`src/tsv_pkg.sv`:
```
`default_nettype none
// ----------------------------------------------------------------------------
// tsv_pkg - timestamp text validator shared definitions
// Status codes, the record handed from the character scanner to the checker,
// and the month length table.
// ----------------------------------------------------------------------------
package tsv_pkg;

	// Result status codes
	typedef enum logic [1:0] {
		ST_VALID    = 2'd0,
		ST_LENGTH   = 2'd1,
		ST_GRAMMAR  = 2'd2,
		ST_CALENDAR = 2'd3
	} status_t;

	// Layout positions of interest
	localparam logic [4:0] LAST_POS_NATIVE = 5'd22;
	localparam logic [4:0] LAST_POS_DASHED = 5'd23;
	localparam logic [4:0] POS_MAX         = 5'd31;

	// Character codes
	localparam logic [7:0] CH_ZERO  = 8'h30;
	localparam logic [7:0] CH_NINE  = 8'h39;
	localparam logic [7:0] CH_DOT   = 8'h2E;
	localparam logic [7:0] CH_DASH  = 8'h2D;
	localparam logic [7:0] CH_SPACE = 8'h20;
	localparam logic [7:0] CH_COLON = 8'h3A;
	localparam logic [7:0] CH_Z     = 8'h5A;

	// Range limits
	localparam logic [6:0] MONTH_MAX  = 7'd12;
	localparam logic [6:0] HOUR_MAX   = 7'd23;
	localparam logic [6:0] MINSEC_MAX = 7'd59;
	localparam logic [6:0] FEB        = 7'd2;

	// One finished timestamp, as scanned
	typedef struct packed {
		logic        length_bad;
		logic        early_bad;
		logic [3:0]  time_bad;
		logic        leap;
		logic [13:0] year;
		logic [6:0]  month;
		logic [6:0]  day;
		logic [6:0]  hour;
		logic [6:0]  minute;
		logic [6:0]  second;
		logic [9:0]  milli;
	} rec_t;

	// Days in a month for a common year; codes outside 1..12 give zero
	function automatic logic [4:0] month_days(input logic [3:0] m);
		logic [4:0] d;
		unique case (m)
			4'd1, 4'd3, 4'd5, 4'd7, 4'd8, 4'd10, 4'd12: d = 5'd31;
			4'd4, 4'd6, 4'd9, 4'd11:                    d = 5'd30;
			4'd2:                                        d = 5'd28;
			default:                                     d = 5'd0;
		endcase
		return d;
	endfunction

endpackage
`default_nettype wire

```
`src/tsv_if.sv`:
```
`default_nettype none
// ----------------------------------------------------------------------------
// tsv_if - timestamp text validator channels
// Character input, result output and configuration write channels, each a
// valid/ready handshake with its payload.
// ----------------------------------------------------------------------------
interface tsv_char_if;
	logic       valid;
	logic       ready;
	logic [7:0] char_code;
	logic       is_last;

	modport source (output valid, output char_code, output is_last, input ready);
	modport sink   (input valid, input char_code, input is_last, output ready);
endinterface

interface tsv_result_if;
	logic        valid;
	logic        ready;
	logic [1:0]  status;
	logic [13:0] year_value;
	logic [6:0]  month_value;
	logic [6:0]  day_value;
	logic [6:0]  hour_value;
	logic [6:0]  minute_value;
	logic [6:0]  second_value;
	logic [9:0]  milli_value;

	modport source (output valid, output status, output year_value, output month_value,
		output day_value, output hour_value, output minute_value, output second_value,
		output milli_value, input ready);
	modport sink   (input valid, input status, input year_value, input month_value,
		input day_value, input hour_value, input minute_value, input second_value,
		input milli_value, output ready);
endinterface

interface tsv_cfg_if;
	logic valid;
	logic ready;
	logic native_format;

	modport source (output valid, output native_format, input ready);
	modport sink   (input valid, input native_format, output ready);
endinterface
`default_nettype wire

```
`src/tsv_front.sv`:
```
`default_nettype none
// ----------------------------------------------------------------------------
// tsv_front - character scanner
// Walks the fixed layout one character a cycle unless the queue is full,
// accumulates numeric fields and error flags, pushes one record per timestamp.
// ----------------------------------------------------------------------------
module tsv_front
	import tsv_pkg::*;
(
	input  wire  clk,
	input  wire  arst_n,
	tsv_char_if.sink in_ch,
	tsv_cfg_if.sink  cfg_ch,
	input  wire  q_full,
	output logic push,
	output rec_t push_rec
);

	logic        native_q;
	logic [4:0]  pos_q;
	logic        early_q;
	logic [3:0]  tbad_q;
	logic [13:0] year_q;
	logic [6:0]  month_q, day_q, hour_q, minute_q, second_q;
	logic [9:0]  milli_q;
	logic [6:0]  cent_q;
	logic        lo_zero_q;

	logic        early_n;
	logic [3:0]  tbad_n;
	logic [13:0] year_n;
	logic [6:0]  month_n, day_n, hour_n, minute_n, second_n;
	logic [9:0]  milli_n;
	logic [6:0]  cent_n;
	logic        lo_zero_n;

	logic        is_digit;
	logic [3:0]  dval;
	logic [7:0]  sep;
	logic        accept;

	assign accept      = in_ch.valid && in_ch.ready;
	assign in_ch.ready = !q_full;
	assign cfg_ch.ready = 1'b1;

	assign is_digit = (in_ch.char_code >= CH_ZERO) && (in_ch.char_code <= CH_NINE);
	assign dval     = 4'(in_ch.char_code - CH_ZERO);
	assign sep      = native_q ? CH_DOT : CH_DASH;

	// Hold the format register
	always_ff @(posedge clk or negedge arst_n) begin
		if (!arst_n) begin
			native_q <= 1'b0;
		end else if (cfg_ch.valid && cfg_ch.ready) begin
			native_q <= cfg_ch.native_format;
		end
	end

	// Classify the character by position and update fields
	always_comb begin
		early_n   = early_q;
		tbad_n    = tbad_q;
		year_n    = year_q;
		month_n   = month_q;
		day_n     = day_q;
		hour_n    = hour_q;
		minute_n  = minute_q;
		second_n  = second_q;
		milli_n   = milli_q;
		cent_n    = cent_q;
		lo_zero_n = lo_zero_q;
		case (pos_q) inside
			[5'd0:5'd3]: begin
				if (is_digit) begin
					year_n = 14'((18'(year_q) * 18'd10) + 18'(dval));
				end else begin
					early_n = 1'b1;
				end
				if (pos_q == 5'd1) begin
					cent_n = year_n[6:0];
				end
				if (pos_q == 5'd2) begin
					lo_zero_n = (in_ch.char_code == CH_ZERO);
				end
				if (pos_q == 5'd3) begin
					lo_zero_n = lo_zero_q && (in_ch.char_code == CH_ZERO);
				end
			end
			5'd5, 5'd6: begin
				if (is_digit) month_n = 7'((11'(month_q) * 11'd10) + 11'(dval));
				else early_n = 1'b1;
			end
			5'd8, 5'd9: begin
				if (is_digit) day_n = 7'((11'(day_q) * 11'd10) + 11'(dval));
				else early_n = 1'b1;
			end
			5'd11, 5'd12: begin
				if (is_digit) hour_n = 7'((11'(hour_q) * 11'd10) + 11'(dval));
				else tbad_n[0] = 1'b1;
			end
			5'd14, 5'd15: begin
				if (is_digit) minute_n = 7'((11'(minute_q) * 11'd10) + 11'(dval));
				else tbad_n[1] = 1'b1;
			end
			5'd17, 5'd18: begin
				if (is_digit) second_n = 7'((11'(second_q) * 11'd10) + 11'(dval));
				else tbad_n[2] = 1'b1;
			end
			[5'd20:5'd22]: begin
				if (is_digit) milli_n = 10'((14'(milli_q) * 14'd10) + 14'(dval));
				else tbad_n[3] = 1'b1;
			end
			5'd4, 5'd7: begin
				if (in_ch.char_code != sep) early_n = 1'b1;
			end
			5'd10: begin
				if (in_ch.char_code != CH_SPACE) early_n = 1'b1;
			end
			5'd13, 5'd16: begin
				if (in_ch.char_code != CH_COLON) early_n = 1'b1;
			end
			5'd19: begin
				if (in_ch.char_code != CH_DOT) early_n = 1'b1;
			end
			5'd23: begin
				if (!native_q && (in_ch.char_code != CH_Z)) early_n = 1'b1;
			end
			default: begin
			end
		endcase
	end

	// Build the record for the last character
	always_comb begin
		push_rec.length_bad = (pos_q != (native_q ? LAST_POS_NATIVE : LAST_POS_DASHED));
		push_rec.early_bad  = early_n;
		push_rec.time_bad   = tbad_n;
		// divisible by 4, and not a century unless the century is divisible by 4
		push_rec.leap       = (year_n[1:0] == 2'b00) && (!lo_zero_n || (cent_n[1:0] == 2'b00));
		push_rec.year       = year_n;
		push_rec.month      = month_n;
		push_rec.day        = day_n;
		push_rec.hour       = hour_n;
		push_rec.minute     = minute_n;
		push_rec.second     = second_n;
		push_rec.milli      = milli_n;
	end

	assign push = accept && in_ch.is_last;

	// Advance the scan state; clear after the last character
	always_ff @(posedge clk or negedge arst_n) begin
		if (!arst_n) begin
			pos_q     <= '0;
			early_q   <= 1'b0;
			tbad_q    <= '0;
			year_q    <= '0;
			month_q   <= '0;
			day_q     <= '0;
			hour_q    <= '0;
			minute_q  <= '0;
			second_q  <= '0;
			milli_q   <= '0;
			cent_q    <= '0;
			lo_zero_q <= 1'b0;
		end else if (accept) begin
			if (in_ch.is_last) begin
				pos_q     <= '0;
				early_q   <= 1'b0;
				tbad_q    <= '0;
				year_q    <= '0;
				month_q   <= '0;
				day_q     <= '0;
				hour_q    <= '0;
				minute_q  <= '0;
				second_q  <= '0;
				milli_q   <= '0;
				cent_q    <= '0;
				lo_zero_q <= 1'b0;
			end else begin
				if (pos_q != POS_MAX) pos_q <= pos_q + 5'd1;
				early_q   <= early_n;
				tbad_q    <= tbad_n;
				year_q    <= year_n;
				month_q   <= month_n;
				day_q     <= day_n;
				hour_q    <= hour_n;
				minute_q  <= minute_n;
				second_q  <= second_n;
				milli_q   <= milli_n;
				cent_q    <= cent_n;
				lo_zero_q <= lo_zero_n;
			end
		end
	end

endmodule
`default_nettype wire

```
`src/tsv_queue.sv`:
```
`default_nettype none
// ----------------------------------------------------------------------------
// tsv_queue - record queue
// Small FIFO of scanned records between the scanner and the checker.
// ----------------------------------------------------------------------------
module tsv_queue
	import tsv_pkg::*;
#(
	parameter int DEPTH = 2
) (
	input  wire  clk,
	input  wire  arst_n,
	input  wire  push,
	input  rec_t push_rec,
	output logic full,
	input  wire  pop,
	output logic not_empty,
	output rec_t head
);

	localparam int PW = (DEPTH > 1) ? $clog2(DEPTH) : 1;
	localparam int CW = $clog2(DEPTH + 1);
	localparam logic [PW-1:0] PTR_LAST = PW'(DEPTH - 1);
	localparam logic [CW-1:0] CNT_FULL = CW'(DEPTH);

	rec_t          mem_q [DEPTH];
	logic [PW-1:0] wr_q, rd_q;
	logic [CW-1:0] cnt_q;

	assign full      = (cnt_q == CNT_FULL);
	assign not_empty = (cnt_q != '0);
	assign head      = mem_q[rd_q];

	// Store the pushed record
	always_ff @(posedge clk) begin
		if (push) begin
			mem_q[wr_q] <= push_rec;
		end
	end

	// Advance pointers and count
	always_ff @(posedge clk or negedge arst_n) begin
		if (!arst_n) begin
			wr_q  <= '0;
			rd_q  <= '0;
			cnt_q <= '0;
		end else begin
			if (push) wr_q <= (wr_q == PTR_LAST) ? '0 : wr_q + PW'(1);
			if (pop)  rd_q <= (rd_q == PTR_LAST) ? '0 : rd_q + PW'(1);
			if (push && !pop)      cnt_q <= cnt_q + CW'(1);
			else if (pop && !push) cnt_q <= cnt_q - CW'(1);
		end
	end

endmodule
`default_nettype wire

```
`src/tsv_back.sv`:
```
`default_nettype none
// ----------------------------------------------------------------------------
// tsv_back - calendar checker
// Judges the record at the queue head in error priority order and holds
// the result in the output register.
// ----------------------------------------------------------------------------
module tsv_back
	import tsv_pkg::*;
(
	input  wire  clk,
	input  wire  arst_n,
	input  wire  not_empty,
	input  rec_t head,
	output logic pop,
	tsv_result_if.source out_ch
);

	logic        out_valid_q;
	status_t     status_q;
	logic [13:0] year_q;
	logic [6:0]  month_q, day_q, hour_q, minute_q, second_q;
	logic [9:0]  milli_q;

	status_t    st;
	logic [4:0] limit;
	logic       month_bad;

	// Day limit for the month, February stretched in leap years
	assign limit = month_days(head.month[3:0]) +
		5'((head.month == FEB) && head.leap);
	assign month_bad = (head.year == '0) || (head.month == '0) || (head.month > MONTH_MAX);

	// Pick the first failing check
	always_comb begin
		if (head.length_bad)                                  st = ST_LENGTH;
		else if (head.early_bad)                              st = ST_GRAMMAR;
		else if (month_bad)                                   st = ST_CALENDAR;
		else if ((head.day == '0) || (head.day > 7'(limit)))  st = ST_CALENDAR;
		else if (head.time_bad[0])                            st = ST_GRAMMAR;
		else if (head.hour > HOUR_MAX)                        st = ST_CALENDAR;
		else if (head.time_bad[1])                            st = ST_GRAMMAR;
		else if (head.minute > MINSEC_MAX)                    st = ST_CALENDAR;
		else if (head.time_bad[2])                            st = ST_GRAMMAR;
		else if (head.second > MINSEC_MAX)                    st = ST_CALENDAR;
		else if (head.time_bad[3])                            st = ST_GRAMMAR;
		else                                                  st = ST_VALID;
	end

	assign pop = not_empty && (!out_valid_q || out_ch.ready);

	// Hold the result until taken
	always_ff @(posedge clk or negedge arst_n) begin
		if (!arst_n) begin
			out_valid_q <= 1'b0;
		end else if (pop) begin
			out_valid_q <= 1'b1;
		end else if (out_ch.ready) begin
			out_valid_q <= 1'b0;
		end
	end

	// Load the result fields; zero the values on any error
	always_ff @(posedge clk) begin
		if (pop) begin
			status_q <= st;
			year_q   <= (st == ST_VALID) ? head.year   : '0;
			month_q  <= (st == ST_VALID) ? head.month  : '0;
			day_q    <= (st == ST_VALID) ? head.day    : '0;
			hour_q   <= (st == ST_VALID) ? head.hour   : '0;
			minute_q <= (st == ST_VALID) ? head.minute : '0;
			second_q <= (st == ST_VALID) ? head.second : '0;
			milli_q  <= (st == ST_VALID) ? head.milli  : '0;
		end
	end

	assign out_ch.valid        = out_valid_q;
	assign out_ch.status       = status_q;
	assign out_ch.year_value   = year_q;
	assign out_ch.month_value  = month_q;
	assign out_ch.day_value    = day_q;
	assign out_ch.hour_value   = hour_q;
	assign out_ch.minute_value = minute_q;
	assign out_ch.second_value = second_q;
	assign out_ch.milli_value  = milli_q;

`ifndef SYNTHESIS
	a_err_zero: assert property (@(posedge clk) disable iff (!arst_n)
		(out_valid_q && (status_q != ST_VALID)) |->
		((year_q == '0) && (month_q == '0) && (day_q == '0) && (milli_q == '0)))
		else $error("error result carries non-zero fields");

	a_valid_ranges: assert property (@(posedge clk) disable iff (!arst_n)
		(out_valid_q && (status_q == ST_VALID)) |->
		((month_q != '0) && (month_q <= MONTH_MAX) && (day_q != '0) &&
		 (hour_q <= HOUR_MAX) && (minute_q <= MINSEC_MAX) && (second_q <= MINSEC_MAX)))
		else $error("valid result out of calendar range");

	a_pop_loads: assert property (@(posedge clk) disable iff (!arst_n)
		pop |=> out_valid_q)
		else $error("popped record not presented");
`endif

endmodule
`default_nettype wire

```
`src/timestamp_text_validator.sv`:
```
`default_nettype none
// ----------------------------------------------------------------------------
// timestamp_text_validator - fixed-layout timestamp text checker
// Scans one character per cycle while the queue has room and reports status
// and parsed fields for each timestamp after its last character.
// ----------------------------------------------------------------------------
// One character is accepted every cycle while the queue is not full. The scanner
// updates its field accumulators as each character arrives; on the last
// character it pushes a record into a QUEUE_DEPTH-entry queue, and the checker
// judges the queue head and registers the result in its output register. The
// input stalls only when the queue is full, that is when the result side has
// held back QUEUE_DEPTH + 1 results. The format register may be written at any
// time; its channel is always ready.
module timestamp_text_validator
	import tsv_pkg::*;
#(
	parameter int QUEUE_DEPTH = 2
) (
	input wire clk,
	input wire arst_n,
	tsv_char_if.sink     in_ch,
	tsv_cfg_if.sink      cfg_ch,
	tsv_result_if.source out_ch
);

	logic push, pop, q_full, q_not_empty;
	rec_t push_rec, head;

	tsv_front u_front (
		.clk      (clk),
		.arst_n   (arst_n),
		.in_ch    (in_ch),
		.cfg_ch   (cfg_ch),
		.q_full   (q_full),
		.push     (push),
		.push_rec (push_rec)
	);

	tsv_queue #(.DEPTH(QUEUE_DEPTH)) u_queue (
		.clk       (clk),
		.arst_n    (arst_n),
		.push      (push),
		.push_rec  (push_rec),
		.full      (q_full),
		.pop       (pop),
		.not_empty (q_not_empty),
		.head      (head)
	);

	tsv_back u_back (
		.clk       (clk),
		.arst_n    (arst_n),
		.not_empty (q_not_empty),
		.head      (head),
		.pop       (pop),
		.out_ch    (out_ch)
	);

endmodule
`default_nettype wire
```
`src/flat_wrapper.sv`:
```
// flat-port wrapper written by rule: the top's interface ports become plain ports
module timestamp_text_validator_flat import tsv_pkg::*;
#(
	parameter int QUEUE_DEPTH = 2
)
  (clk, arst_n, in_ch_valid, in_ch_char_code, in_ch_is_last, in_ch_ready, cfg_ch_valid, cfg_ch_native_format, cfg_ch_ready, out_ch_valid, out_ch_status, out_ch_year_value, out_ch_month_value, out_ch_day_value, out_ch_hour_value, out_ch_minute_value, out_ch_second_value, out_ch_milli_value, out_ch_ready);
  tsv_char_if in_ch_i ();
  tsv_cfg_if cfg_ch_i ();
  tsv_result_if out_ch_i ();
  input wire clk;
  input wire arst_n;
  input wire logic [$bits(in_ch_i.valid)-1:0] in_ch_valid;
  input wire logic [$bits(in_ch_i.char_code)-1:0] in_ch_char_code;
  input wire logic [$bits(in_ch_i.is_last)-1:0] in_ch_is_last;
  output wire logic [$bits(in_ch_i.ready)-1:0] in_ch_ready;
  input wire logic [$bits(cfg_ch_i.valid)-1:0] cfg_ch_valid;
  input wire logic [$bits(cfg_ch_i.native_format)-1:0] cfg_ch_native_format;
  output wire logic [$bits(cfg_ch_i.ready)-1:0] cfg_ch_ready;
  output wire logic [$bits(out_ch_i.valid)-1:0] out_ch_valid;
  output wire logic [$bits(out_ch_i.status)-1:0] out_ch_status;
  output wire logic [$bits(out_ch_i.year_value)-1:0] out_ch_year_value;
  output wire logic [$bits(out_ch_i.month_value)-1:0] out_ch_month_value;
  output wire logic [$bits(out_ch_i.day_value)-1:0] out_ch_day_value;
  output wire logic [$bits(out_ch_i.hour_value)-1:0] out_ch_hour_value;
  output wire logic [$bits(out_ch_i.minute_value)-1:0] out_ch_minute_value;
  output wire logic [$bits(out_ch_i.second_value)-1:0] out_ch_second_value;
  output wire logic [$bits(out_ch_i.milli_value)-1:0] out_ch_milli_value;
  input wire logic [$bits(out_ch_i.ready)-1:0] out_ch_ready;
  assign in_ch_i.valid = in_ch_valid;
  assign in_ch_i.char_code = in_ch_char_code;
  assign in_ch_i.is_last = in_ch_is_last;
  assign in_ch_ready = in_ch_i.ready;
  assign cfg_ch_i.valid = cfg_ch_valid;
  assign cfg_ch_i.native_format = cfg_ch_native_format;
  assign cfg_ch_ready = cfg_ch_i.ready;
  assign out_ch_valid = out_ch_i.valid;
  assign out_ch_status = out_ch_i.status;
  assign out_ch_year_value = out_ch_i.year_value;
  assign out_ch_month_value = out_ch_i.month_value;
  assign out_ch_day_value = out_ch_i.day_value;
  assign out_ch_hour_value = out_ch_i.hour_value;
  assign out_ch_minute_value = out_ch_i.minute_value;
  assign out_ch_second_value = out_ch_i.second_value;
  assign out_ch_milli_value = out_ch_i.milli_value;
  assign out_ch_i.ready = out_ch_ready;
  timestamp_text_validator #(.QUEUE_DEPTH(QUEUE_DEPTH)) u_core (.clk(clk), .arst_n(arst_n), .in_ch(in_ch_i), .cfg_ch(cfg_ch_i), .out_ch(out_ch_i));
endmodule
```
`config.mk`:
```
export PLATFORM = sky130hd
export DESIGN_NAME = timestamp_text_validator_flat
export DESIGN_NICKNAME = d
export VERILOG_FILES = /design/src/tsv_pkg.sv /design/src/tsv_if.sv /design/src/tsv_front.sv /design/src/tsv_queue.sv /design/src/tsv_back.sv /design/src/timestamp_text_validator.sv /design/src/flat_wrapper.sv
export SDC_FILE = /design/constraint.sdc
export NUM_CORES = 1
export LEC_CHECK = 0
export CAP_MARGIN = 40
export CORE_MARGIN = 4
export CORE_UTILIZATION = 45
export CTS_BUF_LIST = sky130_fd_sc_hd__clkbuf_8
export DETAILED_ROUTE_END_ITERATION = 10
export DONT_BUFFER_PORTS = 1
export HOLD_SLACK_MARGIN = 0.12
export PLACE_DENSITY = 0.71
export SLEW_MARGIN = 20
export SYNTH_ARGS = -nofsm -noshare
export SYNTH_HDL_FRONTEND = slang
export SYNTH_SLANG_ARGS = --single-unit
```
`constraint.sdc`:
```
create_clock -name clk -period 4.6 [get_ports clk]
set_input_delay 0.23 -clock clk [delete_from_list [all_inputs] [get_ports clk]]
set_output_delay 0.23 -clock clk [all_outputs]
set_load 0.05 [all_outputs]
```
==> metrics.log <==
INFO  metric outcome = completed
INFO  metric io_buffer_count = 0
INFO  metric peakVddDrop = 0.000203 V
INFO  metric max_slew.worst_pin.slew = 0.852 ns
INFO  metric syn_area_per_cell = 12.7 um^2
INFO  metric worst-endpoint-required = 4.86 ns
INFO  metric number_of_inserted_filler_cells_in_the_final_layout = 2587
INFO  metric internal_power = 4.78 mW
INFO  metric cp_cell_sequence = mux2i_1 > nand3_1 > nor3_1 > ha_1 > ha_1 > inv_1 > ha_1 > ha_1 > o21a_1 > o21a_1 > o21a_1 > o22ai_1 > nand4_1 > buf_4 > nor2_1
INFO  metric setup.worst_path.end = u_core.u_back.out_ch.year_value[11]
INFO  metric antenna_cells = 0
INFO  metric drtIter0Drc = roughly 410
INFO  metric starting_density_of_the_core = a little under half
INFO  metric finalSetupViolations = 0
INFO  metric cell_with_the_largest_stage_delay_on_the_worst_path = sky130_fd_sc_hd__dfrtp_4
INFO  metric synth_most_common_cell = sky130_fd_sc_hd__edfxtp_1
INFO  metric ys_top_cells_by_area = sky130_fd_sc_hd__edfxtp_1, sky130_fd_sc_hd__dfrtp_1, sky130_fd_sc_hd__ha_1
INFO  metric drv_slew = 0
INFO  metric worst-r2r-setup-slack = around 0.88 ns
INFO  metric timing.critical_path.slowest_cell_delay = ~0.54 ns
INFO  metric share_of_total_power_in_combinational_logic = 19.1%
INFO  metric multiInputGateArea = 5870 um^2
INFO  metric cts_buffers = 44
INFO  metric worstRegToRegCells = 15
INFO  metric fin_skew = 0.0132 ns
INFO  metric cts_root_buffer = sky130_fd_sc_hd__clkbuf_8
INFO  metric edff_count_synth = about 190
INFO  metric power.sequential.fraction = a little over half
INFO  metric leakage = 6.41 nW
INFO  metric maxCapViolations = 0
INFO  metric via_count_of_the_first_global_routing_pass = 8664
INFO  metric post_cts_setup_buffer_count = 0
INFO  metric drt_pre_antenna_iters = 5
INFO  metric overflow = 0
INFO  metric grt_max_degree = 79
INFO  metric power_switching = 2.62 mW
INFO  metric antenna_found_initial = 0
INFO  metric critical_path.most_common_cell = sky130_fd_sc_hd__ha_1
INFO  metric finalSetupTns = 0 ns
INFO  metric min-delay-path-class = in2reg
INFO  metric crit_share_post_route = 80.9%
INFO  metric route.detailed.vias_per_inst = 5.51
INFO  metric num_rows = between 60 and 70
INFO  metric clk_path_buf_depth = 3
INFO  metric slew_headroom = a little over two fifths
INFO  metric synth_seq_cells = 271
INFO  metric startpoint = u_core.u_queue.rd_q
INFO  metric cts_tree = done
INFO  metric synth.yosys.seq_area_share = 55.7%
INFO  metric grt.met2_usage = between 20 and 30%
INFO  metric grt_pass1_wl = about 47000 um
INFO  metric clk_pin_slew_worst_paths = approximately 0.06 ns
INFO  metric die_height = 184 um
INFO  metric synth_commonest_cells = sky130_fd_sc_hd__edfxtp_1, sky130_fd_sc_hd__nor2_1, sky130_fd_sc_hd__ha_1, sky130_fd_sc_hd__dfrtp_1, sky130_fd_sc_hd__nand2_1
INFO  metric finalNetCount = 1253
INFO  metric cellPowerDensity = between 400 and 500 nW/um^2
INFO  metric design.die.area = 33800 um^2
INFO  metric clock_sinks = 271
INFO  metric post_drt_wl_per_cell = 18.8 um
INFO  metric final_layout_size_suffix_gt1_share = a little over 10%
INFO  metric post_cts_resized = 0
INFO  metric synth-async-reset-ratio = 28.8%
INFO  metric grt.total_usage = 17.6%
INFO  metric areaGrowthSynthToFinish = 10.8%
INFO  metric period_minus_slack = 3.72 ns
INFO  metric total_standard_cell_area_after_synthesis = 13900 um^2
INFO  metric total_i_o_pin_count = 79
INFO  metric swShare = a little over a third
INFO  metric routabilityCongestion = 0.899
INFO  metric cts_max_level = 2
INFO  metric grt_use_met1 = 22.7%
INFO  metric maxClockFrequency = 269 MHz
INFO  metric holdPathStages = 3
INFO  metric ys_types = just under 70
INFO  metric synthDominantAreaCellType = sky130_fd_sc_hd__edfxtp_1
INFO  metric synth.top_cell.area_share = a little over two fifths
INFO  metric worst_ep_arrival_time = 3.98 ns
INFO  metric setup_repair_after_global_routing_missed_its_margin = false
INFO  metric hp-start = in_ch_char_code[3]
INFO  metric synth_cells = between 1k and 1.5k
INFO  metric grt.met3_usage = ~3.1%
INFO  metric final-seq-area = 7750 um^2
INFO  metric grt.busiest_layer = met2
INFO  metric dr_total_vias = 8641
INFO  metric timing.setup.critical_path_class = reg2reg
INFO  metric postRouteAntennaNets = 0
INFO  metric synth_top_flop_cell = sky130_fd_sc_hd__edfxtp_1
INFO  metric placeableCoreArea = 30500 um^2
INFO  metric yosysWarningCount = 0
INFO  metric die_width = 184 um
INFO  metric clock_power_share = between 20% and 30%
INFO  metric totalWireLength = 29600 um
INFO  metric clock_insertion_delay_worst_skew = ~0.54 ns
INFO  metric crit-reg2reg-capture = u_core.u_back.out_ch.year_value[11]
INFO  metric placed_cell_area = approximately 14000 um^2
INFO  metric r2r-start = u_core.u_queue.rd_q
INFO  metric postLayoutCellArea = 15400 um^2
INFO  metric start_kind = flop
INFO  metric finalHoldViolations = 0
INFO  metric post-route-drc-count = 0
INFO  metric dp.final_hpwl = 19900 um
INFO  metric critical_path_peak_fanout = 50
INFO  metric end_kind = flop
==> logic make-up (layout without fill, tap and decap cells) <==
family	after synthesis	after routing	share of synthesized area, %
other	2	10	0.0540
and+or+nand+nor	272	272	9.79
DFF	271	271	55.7
buffers and inverters	76	141	2.38
adders and majority gates	100	100	9.75
muxes	87	87	6.56
AOI/OAI and AO/OA	218	218	11.2
xor gates and xnor gates	73	73	4.60
==> layer usage <==
metal  part of all wire, %  vias to the layer above  wire [um]
li1                      -                     4175          -
met1                    44                     4222      13000
met2                    49                      186      14400
met3                   4.1                       58       1220
met4                   3.3                        0        979
met5                     0                        -          0
==> cells in the final DEF (no fill, tap or decap), types with 6 or more instances in the layout <==
cell,synthesis,final
sky130_fd_sc_hd__buf_4,2,11
sky130_fd_sc_hd__o31ai_1,12,12
sky130_fd_sc_hd__ha_1,86,86
sky130_fd_sc_hd__conb_1,2,10
sky130_fd_sc_hd__and2_1,9,9
sky130_fd_sc_hd__nor2_1,87,85
sky130_fd_sc_hd__nor4_1,13,13
sky130_fd_sc_hd__nor2b_1,14,14
sky130_fd_sc_hd__nand3_1,7,7
sky130_fd_sc_hd__a22o_1,49,49
sky130_fd_sc_hd__xor2_1,17,17
sky130_fd_sc_hd__nand2b_1,11,11
sky130_fd_sc_hd__and3_1,8,7
sky130_fd_sc_hd__o21ai_1,9,9
sky130_fd_sc_hd__o21a_1,6,6
sky130_fd_sc_hd__clkbuf_8,0,49
sky130_fd_sc_hd__dfrtp_1,78,77
sky130_fd_sc_hd__nor3b_1,11,11
sky130_fd_sc_hd__o21ai_0,42,42
sky130_fd_sc_hd__nand2_1,77,77
sky130_fd_sc_hd__mux2_2,32,32
sky130_fd_sc_hd__inv_1,37,55
sky130_fd_sc_hd__a21o_1,18,18
sky130_fd_sc_hd__fa_1,14,14
sky130_fd_sc_hd__mux2i_1,54,54
sky130_fd_sc_hd__edfxtp_1,193,193
sky130_fd_sc_hd__nor3_1,9,9
sky130_fd_sc_hd__dlygate4sd3_1,0,10
sky130_fd_sc_hd__a21oi_1,38,38
sky130_fd_sc_hd__xnor2_1,56,56
==> worst min-delay path by stage <==
| stage | end |
|---|---|
| 2_1_floorplan | u_core.u_back.out_ch.valid |
| 3_3_place_gp | u_core.u_front.milli_q[6] |
| 3_5_place_dp | u_core.u_front.milli_q[6] |
| 4_1_cts | u_core.u_front.second_q[0] |
| 5_1_grt | u_core.u_front.milli_q[3] |
| 6_report | u_core.u_front.milli_q[3] |
==> power by group through the flow <==
stage,Combinational (mW),Clock [mW],Sequential (mW)
after floorplan,1.06,0,3.83
after global placement,1.36,0,3.92
after detailed placement,1.39,0,3.92
after CTS,1.43,2.17,3.88
after global routing,1.56,2.29,3.91
final,1.41,2.12,3.87
==> layout make-up <==
type | count | area share [%]
Clock buffer | 49 | 4.38
Inverter | 37 | 0.901
Multi-Input combinational cell | 760 | 38.1
Sequential cell | 271 | 50.3
Clock inverter | 31 | 1.49
Timing Repair Buffer | 24 | 1.59
Tap cell | 396 | 3.22
==> registers in the layout (all words and copies together) (netlist names), 10 cells and up <==
| register | count |
|---|---|
| u_core.u_front.milli_q | 10 |
| u_core.u_front.year_q | 14 |
| u_core.u_queue.mem_q | 132 |
| u_core.u_back.out_ch.milli_value | 10 |
| u_core.u_back.out_ch.year_value | 14 |
==> through the flow <==
step / util (%) / setup WS, ns / instances / hold WS [ns] / total power, mW
after floorplan: - / 1.03 / 1107 / -0.0656 / 4.90
after detailed placement: 47.1 / 0.881 / 1477 / -0.0622 / 5.31
after global routing: 50.5 / 0.653 / 1568 / 0.148 / 7.76
final: 50.5 / 0.879 / 1568 / 0.150 / 7.40
after global placement: 47.1 / 1.10 / 1476 / -0.0612 / 5.28
after CTS: 50.5 / 0.857 / 1568 / 0.121 / 7.47
==> timing repair <==
| action | 4_1_cts | 5_1_grt |
|---|---|---|
| hold buffers | 11 | 0 |
| endpoints found under the setup margin | 0 | 0 |
| hold endpoints to repair | 156 | 0 |
==> worst max-delay path, delay by kind of cell, from the launching register on <==
kind,cells,cell delay [ns]
adders and majority gates,4,0.93
and+or+nand+nor,4,0.65
DFF,1,0.54
buffers and inverters,2,0.51
AOI/OAI and AO/OA,4,0.42
muxes,1,0.36
Power figures use the tool's default switching activity.
